<file path="config.mk">
export PLATFORM = sky130hd
export DESIGN_NAME = http_chunked_deframer
export DESIGN_NICKNAME = d
export VERILOG_FILES = /design/src/hw/rtl/hdf_pkg.sv /design/src/hw/rtl/hdf_step.sv /design/src/hw/rtl/http_chunked_deframer.sv
export SDC_FILE = /design/constraint.sdc
export NUM_CORES = 1
export LEC_CHECK = 0
export ABC_AREA = 1
export BUFFER_PORTS_ARGS = -buffer_cell sky130_fd_sc_hd__clkbuf_2
export CAP_MARGIN = 10
export CORE_ASPECT_RATIO = 0.75
export CORE_MARGIN = 10
export CORE_UTILIZATION = 58
export CTS_BUF_LIST = sky130_fd_sc_hd__clkbuf_4
export CTS_CLUSTER_SIZE = 20
export DETAILED_ROUTE_END_ITERATION = 8
export PLACE_DENSITY = 0.87
export SLEW_MARGIN = 20
export SYNTH_ARGS = -nofsm -noshare
export SYNTH_HDL_FRONTEND = slang
export SYNTH_SLANG_ARGS = --single-unit
</file>
<file path="constraint.sdc">
create_clock -name aclk -period 2.4 [get_ports aclk]
set_input_delay 0.24 -clock aclk [delete_from_list [all_inputs] [get_ports aclk]]
set_output_delay 0.24 -clock aclk [all_outputs]
set_load 0.005 [all_outputs]
</file>
<file path="src/hw/rtl/hdf_pkg.sv">
// shared types and constants for the chunked transfer deframer
package hdf_pkg;

    // deframing phases
    typedef enum logic [2:0] {
        PH_SIZE    = 3'd0,
        PH_SIZE_CR = 3'd1,
        PH_DATA    = 3'd2,
        PH_SKIP2   = 3'd3,
        PH_SKIP1   = 3'd4
    } phase_t;

    // line terminator characters
    localparam logic [7:0] CHAR_CR = 8'h0D;
    localparam logic [7:0] CHAR_LF = 8'h0A;

    // register indexes on the configuration port
    localparam logic REG_CHUNKED_MODE = 1'b0;

    // control from the top level to the step unit
    typedef struct packed {
        logic step;
        logic clear;
        logic chunked;
    } hdf_ctrl_t;

    // result flags from the step unit
    typedef struct packed {
        logic emit;
        logic last;
    } hdf_result_t;

    // decoded hex digit
    typedef struct packed {
        logic       ok;
        logic [3:0] value;
    } hex_digit_t;

    // ascii hex character to nibble
    function automatic hex_digit_t hex_decode(input logic [7:0] b);
        hex_digit_t d;
        d.ok    = 1'b0;
        d.value = 4'd0;
        if (b >= 8'h30 && b <= 8'h39) begin
            d.ok    = 1'b1;
            d.value = 4'(b - 8'h30);
        end else if (b >= 8'h61 && b <= 8'h66) begin
            d.ok    = 1'b1;
            d.value = 4'(b - 8'h57);
        end else if (b >= 8'h41 && b <= 8'h46) begin
            d.ok    = 1'b1;
            d.value = 4'(b - 8'h37);
        end
        return d;
    endfunction

endpackage

</file>
<file path="src/hw/rtl/hdf_step.sv">
// per-byte deframing state machine: size line parse, payload count, skip
module hdf_step #(
    parameter int SIZE_BITS = 31
) (
    input  logic                aclk,
    input  logic                aresetn,
    input  hdf_pkg::hdf_ctrl_t  ctrl,
    input  logic [7:0]          body_byte,
    output hdf_pkg::hdf_result_t result
);
    import hdf_pkg::*;

    phase_t                 phase_reg, phase_next;
    logic [SIZE_BITS-1:0]   remain_reg, remain_next;
    logic [SIZE_BITS-1:0]   acc_reg, acc_next;
    logic                   bad_reg, bad_next;

    hex_digit_t             digit;
    logic [SIZE_BITS-1:0]   remain_dec;
    logic [SIZE_BITS-1:0]   line_size;
    logic                   acc_full;
    logic                   char_bad;

    assign digit      = hex_decode(body_byte);
    assign remain_dec = remain_reg - SIZE_BITS'(1);
    assign acc_full   = (acc_reg[SIZE_BITS-1 -: 4] != 4'd0);
    assign line_size  = bad_reg ? '0 : acc_reg;

    // state registers
    always_ff @(posedge aclk) begin
        if (!aresetn) begin
            phase_reg  <= PH_SIZE;
            remain_reg <= '0;
            acc_reg    <= '0;
            bad_reg    <= 1'b0;
        end else begin
            phase_reg  <= phase_next;
            remain_reg <= remain_next;
            acc_reg    <= acc_next;
            bad_reg    <= bad_next;
        end
    end

    // next state and result flags
    always_comb begin
        phase_next  = phase_reg;
        remain_next = remain_reg;
        acc_next    = acc_reg;
        bad_next    = bad_reg;
        result.emit = 1'b0;
        result.last = 1'b0;
        char_bad    = 1'b0;

        if (ctrl.clear) begin
            phase_next  = PH_SIZE;
            remain_next = '0;
            acc_next    = '0;
            bad_next    = 1'b0;
        end else if (ctrl.step && !ctrl.chunked) begin
            // pass-through leaves the deframing state alone
            result.emit = 1'b1;
        end else if (ctrl.step) begin
            case (phase_reg)
                PH_SIZE, PH_SIZE_CR: begin
                    if (phase_reg == PH_SIZE_CR && body_byte == CHAR_LF) begin
                        // end of size line
                        acc_next = '0;
                        bad_next = 1'b0;
                        if (line_size == '0) begin
                            remain_next = '0;
                            phase_next  = PH_SKIP2;
                        end else begin
                            remain_next = line_size;
                            phase_next  = PH_DATA;
                        end
                    end else begin
                        // a CR without LF marks the line bad
                        char_bad = (phase_reg == PH_SIZE_CR);
                        if (body_byte == CHAR_CR) begin
                            phase_next = PH_SIZE_CR;
                        end else begin
                            phase_next = PH_SIZE;
                            if (!digit.ok || acc_full) begin
                                char_bad = 1'b1;
                            end else begin
                                acc_next = {acc_reg[SIZE_BITS-5:0], digit.value};
                            end
                        end
                        bad_next = bad_reg | char_bad;
                    end
                end
                PH_DATA: begin
                    remain_next = remain_dec;
                    result.emit = 1'b1;
                    result.last = (remain_dec == '0);
                    if (remain_dec == '0) begin
                        phase_next = PH_SKIP2;
                    end
                end
                PH_SKIP2: begin
                    phase_next = PH_SKIP1;
                end
                PH_SKIP1: begin
                    phase_next = PH_SIZE;
                end
                default: begin
                    phase_next  = PH_SIZE;
                    remain_next = '0;
                    acc_next    = '0;
                    bad_next    = 1'b0;
                end
            endcase
        end
    end

endmodule

</file>
<file path="src/hw/rtl/http_chunked_deframer.sv">
// http/1.1 chunked transfer deframer top level
//
// s_ channel takes raw response body bytes (s_tdata), one per request.
// m_ channel gives decoded payload bytes (m_tdata) with m_tlast high on
// the last byte of each chunk; size lines and the CR LF after each chunk
// give no request on m_. An apb port holds chunked_mode at address 0:
// 0 passes every byte through, 1 decodes chunked encoding. Any write to
// it returns the deframer to the start of a size line.
// A byte passes an input register and the state update and lands in the
// output register. One byte per cycle is sustained: s_tready stays high
// while the output register is empty or being taken in the same cycle.
// When m_tready is low the output holds and the pipeline fills; s_tready
// drops once the input register holds a byte that cannot move on.
// Reset (aresetn low, synchronous) empties both registers, sets
// chunked_mode to 0 and puts the deframer at the start of a size line.
module http_chunked_deframer #(
    parameter int SIZE_BITS = 31
) (
    input  logic        aclk,
    input  logic        aresetn,
    // input stream
    input  logic        s_tvalid,
    output logic        s_tready,
    input  logic [7:0]  s_tdata,     // [7:0] body_byte
    // output stream
    output logic        m_tvalid,
    input  logic        m_tready,
    output logic [7:0]  m_tdata,     // [7:0] payload_byte
    output logic        m_tlast,
    // configuration
    input  logic        psel,
    input  logic        penable,
    input  logic        pwrite,
    input  logic [2:0]  paddr,
    input  logic [31:0] pwdata,
    output logic [31:0] prdata,
    output logic        pready
);
    import hdf_pkg::*;

    logic        in_valid_reg, in_valid_next;
    logic [7:0]  in_byte_reg;
    logic        out_valid_reg, out_valid_next;
    logic [7:0]  out_byte_reg;
    logic        out_last_reg;
    logic        mode_reg;

    logic        out_free;
    logic        advance;
    logic        cfg_write;
    logic        mode_hit;
    hdf_ctrl_t   ctrl;
    hdf_result_t result;

    // configuration register
    assign pready    = 1'b1;
    assign cfg_write = psel & penable & pwrite & pready;
    assign mode_hit  = (paddr[2] == REG_CHUNKED_MODE);
    assign prdata    = mode_hit ? {31'd0, mode_reg} : 32'd0;

    always_ff @(posedge aclk) begin
        if (!aresetn) begin
            mode_reg <= 1'b0;
        end else if (cfg_write && mode_hit) begin
            mode_reg <= pwdata[0];
        end
    end

    // pipeline handshake
    assign out_free = !out_valid_reg || m_tready;
    assign advance  = in_valid_reg && out_free;
    assign s_tready = !in_valid_reg || advance;

    assign in_valid_next  = s_tvalid && s_tready ? 1'b1 : (advance ? 1'b0 : in_valid_reg);
    assign out_valid_next = advance ? result.emit : (m_tready ? 1'b0 : out_valid_reg);

    always_ff @(posedge aclk) begin
        if (!aresetn) begin
            in_valid_reg  <= 1'b0;
            out_valid_reg <= 1'b0;
        end else begin
            in_valid_reg  <= in_valid_next;
            out_valid_reg <= out_valid_next;
        end
    end

    // payload registers
    always_ff @(posedge aclk) begin
        if (s_tvalid && s_tready) begin
            in_byte_reg <= s_tdata;
        end
        if (advance) begin
            out_byte_reg <= in_byte_reg;
            out_last_reg <= result.last;
        end
    end

    // deframing state update
    assign ctrl.step    = advance;
    assign ctrl.clear   = cfg_write && mode_hit;
    assign ctrl.chunked = mode_reg;

    hdf_step #(
        .SIZE_BITS (SIZE_BITS)
    ) u_step (
        .aclk      (aclk),
        .aresetn   (aresetn),
        .ctrl      (ctrl),
        .body_byte (in_byte_reg),
        .result    (result)
    );

    assign m_tvalid = out_valid_reg;
    assign m_tdata  = out_byte_reg;
    assign m_tlast  = out_last_reg;

endmodule

</file>
Word level (Yosys, flattened, before mapping)
Index checks and enable logic that the tools add are counted.

Word-level logic and storage cells: 103. Bits in registers: 86. Output and inout bits: 44.

Bitwise operators: 9. Add/sub/neg operators: 4. Multiplexer cells: 34. Equal/unequal tests: 10. Reduce and logical (&&, ||, !) cells: 30. Order comparisons: 6.

Operators by type and width (number): 31-bit 2-to-1 mux (6); 31-bit case mux with 3 select lines (1); 31-bit zero test (2); 31-bit case mux with 2 select lines (1); 31-bit by 1-bit subtractor with 31-bit output (second input constant) (1); 1-bit 2-to-1 mux (17); 8-bit by 4-bit == test with 1-bit output (second input constant) (2); 8-bit by 7-bit greater-or-equal comparator with 1-bit output (second input constant) (2); 8-bit by 7-bit less-or-equal comparator with 1-bit output (second input constant) (2); 5-bit 2-to-1 mux (3); 3-bit case mux with 3 select lines (1); 8-bit by 6-bit greater-or-equal comparator with 1-bit output (second input constant) (1); 8-bit by 6-bit less-or-equal comparator with 1-bit output (second input constant) (1); 1-bit logical AND (8); 4-bit by 3-bit subtractor with 4-bit output (second input constant) (2); 3-bit by 2-bit == test with 1-bit output (second input constant) (2); 3-bit 2-to-1 mux (2); 3-bit by 2-bit != test with 1-bit output (second input constant) (2); 1-bit NOT (6); 3-bit AND reduction (2); 2-bit OR reduction (3); 3-bit OR reduction (2); 5-bit AND reduction (1); 1-bit zero test (4); other kinds (13) (19).

Depth between registers and ports, before layout
Gate-level depths: netlist (run 1).

Depth in word-level cells: 17. Depth in mapped cells: 16. Mapped depth without buffers: 16.

Cells and area by module
Synthesis (run 1) repeated with hierarchy kept, for this count alone.

Cell total of the unflattened synthesis: 763. Area, all modules: 5158.7 um^2.

Modules (own cells, without submodules): hdf_step (cells each 685, seq. area each 1321.3 um^2, times used 1, area each 4231.6 um^2); http_chunked_deframer (cells each 78, seq. area each 570.5 um^2, times used 1, area each 927.1 um^2).

Least setup slack after synthesis (run 1)
No wires, ideal clock.

Kind: reg2reg. Start point: reg out_valid_reg, in the netlist m_tvalid. End point: reg u_step.remain_reg[18]. Setup slack: 0.302 ns. Data required time: 2.274 ns. Clock period less this slack: 2.098 ns. Arrival time: 1.972 ns. Path buffers: 2. Library setup time: 0.126 ns. Stages on the path, launching flop included: 11. Cell sequence: dfxtp_1 -> inv_1 -> nor2_1 -> nor2_1 -> inv_1 -> nor2_2 -> inv_1 -> a31oi_2 -> buf_2 -> buf_2 -> a31oi_1.

Cells in the longest elaborated chain, start to end: 6.

Ends and longest elaborated chain: from (decl) (RTL line http_chunked_deframer.sv:43) `logic out_valid_reg, out_valid_next;`; from (signal assigned) (RTL line http_chunked_deframer.sv:83) `out_valid_reg <= out_valid_next;`; 1-bit zero test * (RTL line http_chunked_deframer.sv:70) `assign out_free = !out_valid_reg || m_tready;`; 1-bit logical OR * (RTL line http_chunked_deframer.sv:70); 1-bit logical AND * (RTL line http_chunked_deframer.sv:71) `assign advance = in_valid_reg && out_free;`; named net advance (RTL line http_chunked_deframer.sv:49) `logic advance;`; 1-bit logical AND (RTL line hdf_step.sv:59) `end else if (ctrl.step && !ctrl.chunked) begin`; 1-bit NOT (no line); 4-bit AND reduction (no line) *; to (signal assigned) (RTL line hdf_step.sv:38) `remain_reg <= remain_next;`; to (decl) (RTL line hdf_step.sv:14) `logic [SIZE_BITS-1:0] remain_reg, remain_next;`.

Mark *: on every way through the listed nets, which the timed path passes. The rest lies on a longest branch. A chain may end at the register's enable or synchronous reset.

Final worst setup path (run 1)
Start point: reg in_byte_reg[0]. End point: reg u_step.remain_reg[28].

Cells in the longest elaborated chain, start to end: 4.

Ends and longest elaborated chain: from (decl) (RTL line http_chunked_deframer.sv:42) `logic [7:0] in_byte_reg;`; from (signal assigned) (RTL line http_chunked_deframer.sv:90) `in_byte_reg <= s_tdata;`; 8-bit by 4-bit == test with 1-bit output (RTL line hdf_step.sv:65) `if (phase_reg == PH_SIZE_CR && body_byte == CHAR_LF) begin`; 1-bit logical AND (RTL line hdf_step.sv:65); 2-bit by 1-bit != test with 1-bit output (no line); 4-bit AND reduction (no line).

Every way passes these cells.

==> results.json, run 1 <==
{
  "run_status": "complete, no violations",
  "rr_worst_depth": 12,
  "cts-root-to-sink-buffers": 2,
  "worstSetupStartpointType": "register",
  "core_area_um2": 8970,
  "die-width_um": 130,
  "timing_max_transition_violations_final": 0,
  "cell_repeated_most_along_the_worst_path": "inv_1",
  "dr_total_vias": 5290,
  "drive_gt1_frac": 0.136,
  "synth_ff_type": "dfxtp_1",
  "fp.dieH_um": 103,
  "final_setup_violating_endpoints": 0,
  "final_common_cell": "nand2_1",
  "worstPathMaxFanout": 23,
  "critPathCaptureType": "register",
  "multiInputGateArea_um2": 2760,
  "synthesis.yosys.warnings": 0,
  "powerDensity_nw_per_um2": 436,
  "ff_latch_area_um2": 1890,
  "clock-sinks": 86,
  "setup_slack_ns": 0.149,
  "antennaDiodeCount": 0,
  "finalPower_mw": 2.52,
  "drv_cap": 0,
  "clk_pin_slew_worst_paths_ns": 0.14,
  "total_leakage_power_nw": 2.61,
  "drt_iter0_markers": 645,
  "postRouteAntennaNets": 0,
  "period_utilisation_layout": 0.938,
  "route.final.wire_length_um": 15000,
  "power.switching_uw": 644,
  "clockRootBuffer": "clkbuf_4",
  "synth.avg_cell_area_um2": 6.89,
  "fillerInstances": 740,
  "r2r_slack_ns": 0.15,
  "synth_seq_area_share": 0.359,
  "power.sequential.fraction": 0.598,
  "grt_first_pass_wirelength_um": 23500,
  "dp_worst_setup_slack_ns": 0.0877,
  "slowest_delay_ns": 0.43,
  "synth_enable_flop_cells": 17,
  "detail_route.vias_per_cell": 5.74,
  "worstHoldPathType": "in -> reg",
  "netlist-cell-type-count": 38,
  "cpMaxStageDelayCell": "edfxtp_1",
  "synthesis.instances": 766,
  "clock.fmax_ghz": 0.444,
  "dieArea_um2": 13400,
  "vdd.ir_drop.worst_mv": 0.323,
  "combPwrFrac": 0.062,
  "drtPass1Iterations": 6,
  "dp_hpwl_um": 11100,
  "i_o_pin_count": 94,
  "worst_skew_pair.late_latency_ns": 0.47,
  "grt_start_max_net_pins": 40,
  "initial_antenna_violation_count": 0,
  "timing.clock.skew_ns": 0.0151,
  "path_cells": "inv_2, ha_1, inv_1, nor2_1, inv_1, nor3_4, inv_1, a31oi_4, buf_12, inv_4, a21oi_1, a21oi_1",
  "cts.htree.levels": 3,
  "timing.rr.start": "in_byte_reg[0]$_DFFE_PP_",
  "drc_violation_count_after_routing": 0,
  "grt.overflow.total": 0,
  "fin_crit_ns": 2.25,
  "numPortBuffers": 28,
  "final_cell_mix": "139 x nand2_1, 102 x nor2_1, 94 x inv_1, 69 x dfxtp_1, 63 x a21oi_1",
  "numCtsBuffers": 9,
  "internal_power_mw": 1.87,
  "timing.setup.critical_path_class": "reg -> reg",
  "synthesis.area_um2": 5280,
  "tightest_slew_ns": 0.531,
  "crit_required_ns": 2.75,
  "hold_viol": 0,
  "worst_slew_margin": 0.646,
  "final_net_count": 861,
  "cp-endpoint": "u_step.remain_reg[28]$_SDFFE_PP0P_",
  "netSwitchingFraction": 0.256,
  "ys_ff_latch": 86,
  "synthToLayoutAreaGrowth_pct": 9.41,
  "rr_endpoint": "u_step.remain_reg[28]$_SDFFE_PP0P_",
  "floorplan.rows": 30,
  "wp_data_arrival_ns": 2.60,
  "tritoncts": "built",
  "gp_congestion": 1.00,
  "clkPwrFrac": 0.340,
  "track_usage": 0.223,
  "number_of_global_route_vias_before_repair": 4679,
  "wl_cell_um": 16.3,
  "initial_core_util": 0.588,
  "ys_async_sr_fraction": 0,
  "cp-startpoint": "in_byte_reg[0]$_DFFE_PP_"
}
worst max-delay path, delay by kind of cell (launching register included):
kind | cells | cell delay (ns)
compound gates | 3 | 0.60
simple gates | 2 | 0.37
flops | 1 | 0.43
buf+inv | 6 | 0.59
fa+ha+maj | 1 | 0.15
what timing repair did:
action | in CTS | in global routing
resized for setup | 0 | 20
hold endpoints to repair | 9 | 0
hold buffers | 9 | 0
setup buffers | 0 | 5
setup endpoints to repair | 0 | 57
routing by layer:
layer / vias up / track usage / wire, um
met5: - / 0 / 0
met4: 0 / 0.0647 / 259
met3: 29 / 0.0534 / 1720
met2: 290 / 0.330 / 6480
met1: 2420 / 0.313 / 6580
li1: 2551 / - / -
worst min-delay path by stage:
stage                     startpoint                        to  slack [ns]  cells past startpoint
after floorplan           s_tdata[0]  in_byte_reg[0]$_DFFE_PP_        0.34                      0
after global placement    s_tdata[3]  in_byte_reg[3]$_DFFE_PP_        0.42                      1
after detailed placement  s_tdata[3]  in_byte_reg[3]$_DFFE_PP_        0.42                      1
after CTS                  pwdata[0]     mode_reg$_SDFFE_PN0P_        0.04                      3
after global routing       pwdata[0]     mode_reg$_SDFFE_PN0P_        0.07                      3
final                      pwdata[0]     mode_reg$_SDFFE_PN0P_        0.06                      3
area by class of cell:
class,count,share of cell area
repair buffers,61,0.0802
clock buffers,10,0.0130
clock inverters,6,0.0104
flip-flops and latches,86,0.328
multi-input cells,545,0.477
inverters,102,0.0672
well taps,112,0.0243
Yosys cell counts, types with 3 or more instances:
library cell  count  area share
nand2_1         140        0.10
nor3_1           18       0.017
nor4_1            9       0.011
inv_1            97       0.069
clkbuf_1         16       0.011
nor2_1          105       0.075
inv_2             5      0.0036
edfxtp_1         17       0.097
nor2_2            8      0.0095
buf_2             8      0.0076
nand3_1          53       0.050
buf_4            34       0.048
dfxtp_1          69        0.26
o221ai_1          6       0.010
o21ai_0          38       0.036
a32o_1            5      0.0095
buf_6             3      0.0064
ha_1              6       0.014
nand4_1          12       0.014
a21oi_1          65       0.062
o21ai_1           5      0.0047
xor2_1            5      0.0083
a31oi_1           4      0.0047
a211oi_2         14       0.033
o211ai_1          4      0.0057
a32oi_1           4      0.0066
power by group through the flow:
| stage | clock, mW | sequential, mW | combinational (mW) |
|---|---|---|---|
| finish | 0.856 | 1.51 | 0.156 |
| detailed placement | 0 | 1.54 | 0.137 |
| CTS | 0.870 | 1.51 | 0.149 |
| floorplan | 0 | 1.54 | 0.123 |
| global route | 0.915 | 1.51 | 0.174 |
| global placement | 0 | 1.54 | 0.132 |
cell families after synthesis:
family,after synthesis,synth area share
AOI/OAI and AO/OA,151,0.182
xor gates and xnor gates,6,0.00996
adders and majority gates,6,0.0142
buffers and inverters,165,0.148
DFF,86,0.359
other,2,0.00142
and+or+nand+nor,350,0.286
per-stage QoR:
step	std cells	utilization	instance area [um^2]	TNS, ns	hold slack, ns
after global placement	892	0.606	5440	0	0.419
after floorplan	796	-	5390	0	0.339
after detailed placement	892	0.606	5440	0	0.419
after CTS	917	0.632	5670	0	0.0427
after global routing	922	0.644	5770	-0.0629	0.0697
final	922	0.644	5770	0	0.0581
No activity file was read; power rests on OpenSTA's default activity.
==> run 2: changes to the inputs <==
- BUFFER_PORTS_ARGS: -buffer_cell sky130_fd_sc_hd__clkbuf_2 -> unset
- CORE_UTILIZATION: 58 -> 66
- DONT_BUFFER_PORTS: unset -> 1
==> run 2 against run 1 <==
- maximum frequency about the same
- cell count decreased by 3.7%
- highest routed layer unchanged
- wire length increased by 1.1%
- critical path type unchanged
- hold slack improved by 0.0098 ns
- largest cell class unchanged
- power increased by 7.8%
- clock-buffer cell count unchanged
- first-iteration DRC count decreased by 1.1%
- core utilization increased by 8.3 points
==> results.json, run 2 (same netlist as run 1, synthesis figures left out) <==
{
  "fin_setup_tns_ns": 0,
  "critPathCaptureType": "register",
  "setup_slack_ns": 0.147,
  "post_cts_buffers": 0,
  "fin_crit_ns": 2.25,
  "ff_latch_area_um2": 1890,
  "dr_total_vias": 5220,
  "layout.core_utilization": 0.726,
  "clock-sinks": 86,
  "total_leakage_power_nw": 2.54,
  "tightest_slew_ns": 0.554,
  "hold_viol": 0,
  "timing.critical_path.max_delay_family": "buffers and inverters",
  "dp_cells": 860,
  "numCtsBuffers": 9,
  "i_o_pin_count": 94,
  "drv_cap": 0,
  "worstHoldPathType": "in -> reg",
  "dp_worst_setup_slack_ns": 0.0710,
  "grt_first_pass_wirelength_um": 23500,
  "slowest_delay_ns": 0.42,
  "timing_max_transition_violations_final": 0,
  "timing.clock.skew_ns": 0.0147,
  "grt.overflow.total": 0,
  "route.final.wire_length_um": 15200,
  "path_cells": "buf_4, ha_1, inv_1, nand3_1, nand2_1, nor2_2, inv_2, o21ai_2, nand3_1, nand2_1, nand2_2, buf_12, buf_4, nand2_1, a21oi_1",
  "wp_data_arrival_ns": 2.65,
  "fillerInstances": 605,
  "wl_cell_um": 17.1,
  "stdcell_count": 888,
  "vdd.ir_drop.worst_mv": 0.380,
  "powerDensity_nw_per_um2": 476,
  "clock.fmax_ghz": 0.444,
  "antennaDiodeCount": 0,
  "dieArea_um2": 12000,
  "initial_antenna_violation_count": 0,
  "worstPathMaxFanout": 19,
  "core_area_um2": 7850,
  "final_cell_mix": "139 x nand2_1, 102 x nor2_1, 94 x inv_1, 69 x dfxtp_1, 64 x a21oi_1",
  "worst_slew_margin": 0.630,
  "final_net_count": 834,
  "fp.dieH_um": 97.4,
  "numPortBuffers": 0,
  "initial_core_util": 0.672,
  "number_of_global_route_vias_before_repair": 4599,
  "worst_skew_pair.late_latency_ns": 0.47,
  "postRouteAntennaNets": 0,
  "track_usage": 0.244,
  "final_setup_violating_endpoints": 0,
  "detail_route.vias_per_cell": 5.88,
  "cts-root-to-sink-buffers": 2,
  "dp_hpwl_um": 11100,
  "grt_setup_unrepaired": "false",
  "drt_iter0_markers": 638,
  "drive_gt1_frac": 0.103,
  "floorplan.rows": 28,
  "grt_start_max_net_pins": 40,
  "clk_pin_slew_worst_paths_ns": 0.14,
  "clockRootBuffer": "clkbuf_4",
  "timing.setup.critical_path_class": "reg -> reg",
  "drc_violation_count_after_routing": 0,
  "buffer_and_inverter_count_on_the_worst_path": 5,
  "finalPower_mw": 2.71,
  "tritoncts": "built",
  "crit_required_ns": 2.80,
  "cell_repeated_most_along_the_worst_path": "nand2_1",
  "synthToLayoutAreaGrowth_pct": 7.99,
  "gp_congestion": 0.963,
  "cpMaxStageDelayCell": "edfxtp_1",
  "worstSetupStartpointType": "register",
  "die-width_um": 123,
  "period_utilisation_layout": 0.939,
  "final_common_cell": "nand2_1",
  "multiInputGateArea_um2": 2760,
  "run_status": "complete, no violations",
  "drtPass1Iterations": 5,
  "cts.htree.levels": 3
}
-- run 2: cell types whose count changed in the layout (fill, tap and decap cells not counted), moves of 2 or more --
cell	before	now
buf_6	2	0
bufinv_16	1	3
nor2_4	2	4
nor2_2	11	9
dlygate4sd3_1	9	11
clkbuf_2	28	0
-- run 2: report_power, final --
| part | switching, mW | leakage, nW | internal (mW) | total (mW) |
|---|---|---|---|---|
| Clock | 0.526 | 0.0966 | 0.538 | 1.06 |
| Combinational | 0.100 | 1.72 | 0.0417 | 0.142 |
| Sequential | 0.0142 | 0.719 | 1.49 | 1.51 |
| Total | 0.641 | 2.54 | 2.07 | 2.71 |
-- run 2: final timing paths --
check                                               from                         endpoint  slack [ns]  cells after the start
worst max register to register  in_byte_reg[0]$_DFFE_PP_  u_step.acc_reg[23]$_SDFFE_PP0P_        0.15                     15
worst min-delay path                            m_tready        in_valid_reg$_SDFFE_PN0P_        0.07                      3
worst min register to register  in_byte_reg[5]$_DFFE_PP_             m_tdata[5]$_DFFE_PP_        0.51                      0
worst max-delay path            in_byte_reg[0]$_DFFE_PP_  u_step.acc_reg[23]$_SDFFE_PP0P_        0.15                     15
-- run 2: repair_timing --
action	CTS	global route
resized for setup	0	18
hold endpoints to repair	11	0
hold buffers	11	0
setup endpoints to repair	0	47
-- run 2: final cells by class --
cell class / instances / area share
inverters: 102 / 0.0681
flip-flops and latches: 86 / 0.332
clock inverters: 6 / 0.0195
well taps: 105 / 0.0231
repair buffers: 34 / 0.0593
multi-input cells: 545 / 0.485
clock buffers: 10 / 0.0132
-- run 2: layer usage --
| layer | routed length (um) | up-vias | track usage |
|---|---|---|---|
| met1 | 6370 | 2395 | 0.323 |
| li1 | - | 2500 | - |
| met4 | 301 | 0 | 0.0581 |
| met5 | 0 | - | 0 |
| met2 | 6950 | 290 | 0.382 |
| met3 | 1570 | 35 | 0.0697 |
-- run 2: tightest hold or removal path, cell delays in order --
cell and delay, ns:
nor2_1 0.05, nand2_1 0.14, a21oi_1 0.08
-- run 2: metrics by stage --
step / area (um^2) / hold slack [ns]
floorplan: 5390 / 0.339
global placement: 5330 / 0.339
detailed placement: 5330 / 0.339
CTS: 5620 / 0.0561
global route: 5700 / 0.0684
finish: 5700 / 0.0678
==> run 3: changes to the inputs <==
- CORE_MARGIN: 10 -> 3
- HOLD_SLACK_MARGIN: unset -> 0.15
==> run 3 against run 2 <==
- die area is 24% lower
- non-clock buffer count up 3
- sequential cell count unchanged
- register-to-register slack worse by 0.07 ns
- cell count down 0.11%
- critical path type unchanged
- largest cell class unchanged
- highest routed layer unchanged
==> results.json, run 3 (same netlist as run 1, synthesis figures left out) <==
{
  "run_status": "complete, no violations",
  "floorplan.rows": 27,
  "vdd.ir_drop.worst_mv": 0.407,
  "worstPathMaxFanout": 6,
  "timing.clock.skew_ns": 0.0231,
  "timing_max_transition_violations_final": 0,
  "core_area_um2": 7530,
  "dp_cells": 852,
  "route.final.wire_length_um": 15300,
  "i_o_pin_count": 94,
  "track_usage": 0.335,
  "drc_violation_count_after_routing": 0,
  "fp.dieH_um": 83.4,
  "crit_required_ns": 2.71,
  "tritoncts": "built",
  "dr_total_vias": 5322,
  "grt_start_max_net_pins": 41,
  "initial_core_util": 0.700,
  "fin_hold_ws_ns": 0.203,
  "worst_skew_pair.late_latency_ns": 0.46,
  "clockRootBuffer": "clkbuf_4",
  "dp_hpwl_um": 10700,
  "clock.fmax_ghz": 0.431,
  "clkPwrFrac": 0.386,
  "netSwitchingFraction": 0.236,
  "numCtsBuffers": 9,
  "dieArea_um2": 9110,
  "final_setup_violating_endpoints": 0,
  "power.sequential.fraction": 0.560,
  "wp_data_arrival_ns": 2.63,
  "grt.overflow.total": 0,
  "internal_power_mw": 2.06,
  "powerDensity_nw_per_um2": 470,
  "critPathCaptureType": "register",
  "grt_setup_unrepaired": "true",
  "layout.core_utilization": 0.761,
  "cts-root-to-sink-buffers": 2,
  "combPwrFrac": 0.055,
  "timing.rr.start": "u_step.remain_reg[8]$_SDFFE_PP0P_",
  "stdcell_count": 887,
  "numPortBuffers": 0,
  "fin_setup_tns_ns": 0,
  "worst_slew_margin": 0.653,
  "r2r_slack_ns": 0.08,
  "postRouteAntennaNets": 0,
  "die-width_um": 109,
  "initial_antenna_violation_count": 0,
  "grt_first_pass_wirelength_um": 24100,
  "final_net_count": 837,
  "drt_iter0_markers": 579,
  "final_common_cell": "nand2_1",
  "worstHoldPathType": "in -> reg",
  "cp-startpoint": "u_step.remain_reg[8]$_SDFFE_PP0P_",
  "gp_congestion": 0.991,
  "min_from": "penable",
  "cts.htree.levels": 3,
  "period_utilisation_layout": 0.967,
  "timing.setup.critical_path_class": "reg -> reg",
  "wl_cell_um": 17.2,
  "antennaDiodeCount": 0,
  "synthToLayoutAreaGrowth_pct": 8.63,
  "hold_viol": 0,
  "power.switching_uw": 636,
  "detail_route.vias_per_cell": 6.00,
  "tightest_slew_ns": 0.519,
  "clock-sinks": 86,
  "drive_gt1_frac": 0.121,
  "final_cell_mix": "137 x nand2_1, 98 x nor2_1, 93 x inv_1, 69 x dfxtp_1, 60 x a21oi_1",
  "worstSetupStartpointType": "register",
  "total_leakage_power_nw": 2.53,
  "fin_crit_ns": 2.32,
  "drv_cap": 0,
  "clk_pin_slew_worst_paths_ns": 0.15,
  "drtPass1Iterations": 5,
  "number_of_global_route_vias_before_repair": 4812
}
-- run 3: cell types whose count changed in the layout (fill, tap and decap cells not counted), sizes merged --
cell and change:
buf +2, clkbuf -2, dlygate4sd3 +2, clkinv +1, clkinvlp -1, inv +1
-- run 3: metrics by stage --
step / setup slack [ns] / power (mW) / cell area, um^2
floorplan: 0.302 / 1.66 / 5390
global placement: 0.136 / 1.65 / 5270
detailed placement: -0.0349 / 1.65 / 5270
CTS: 0.0398 / 2.68 / 5580
global route: -0.0607 / 2.77 / 5730
finish: 0.0798 / 2.70 / 5730
-- run 3: cell type report --
cell class                 instances  area, um^2
multi-input combinational        545        2820
sequential                        86        1890
inverter                         102         388
tap                              101         126
clock inverter                     7         111
clock buffer                       9        67.6
timing repair buffer              37         327
fill                             560        1800
-- run 3: worst paths after layout --
kind / endpoint / cells after the start
max: m_tlast$_SDFFCE_PP0P_ / 9
min reg2reg: u_step.acc_reg[20]$_SDFFE_PP0P_ / 2
min: mode_reg$_SDFFE_PN0P_ / 3
max reg2reg: m_tlast$_SDFFCE_PP0P_ / 9
-- run 3: worst max-delay path: stages (launching register included) --
cell and delay (ns):
dfxtp_1 0.44, nor2_2 0.24, nand2_1 0.14, nor2_2 0.24
nand3_1 0.11, nand2_1 0.07, nand2_1 0.11, nor4_2 0.35
nand4_1 0.26, nor2_2 0.21
-- run 3: metal layers --
| metal | part of all wire | GRT usage |
|---|---|---|
| met2 | 0.46 | 0.521 |
| met4 | 0.032 | 0.129 |
| met1 | 0.41 | 0.454 |
| met3 | 0.10 | 0.0676 |
| met5 | 0 | 0 |
-- run 3: repair_timing --
item                                    4_1_cts  5_1_grt
pin swaps                                     0        7
endpoints found under the setup margin       31       49
hold endpoints to repair                     11        0
hold buffers                                 13        0
gates resized for setup                       3       32
buffers inserted                              0        6
-- run 3: power by group through the flow --
stage	combinational, mW	clock (mW)	sequential (mW)
6_report	0.147	1.04	1.51
4_1_cts	0.135	1.04	1.51
2_1_floorplan	0.123	0	1.54
3_5_place_dp	0.114	0	1.54
3_3_place_gp	0.109	0	1.54
5_1_grt	0.162	1.09	1.51
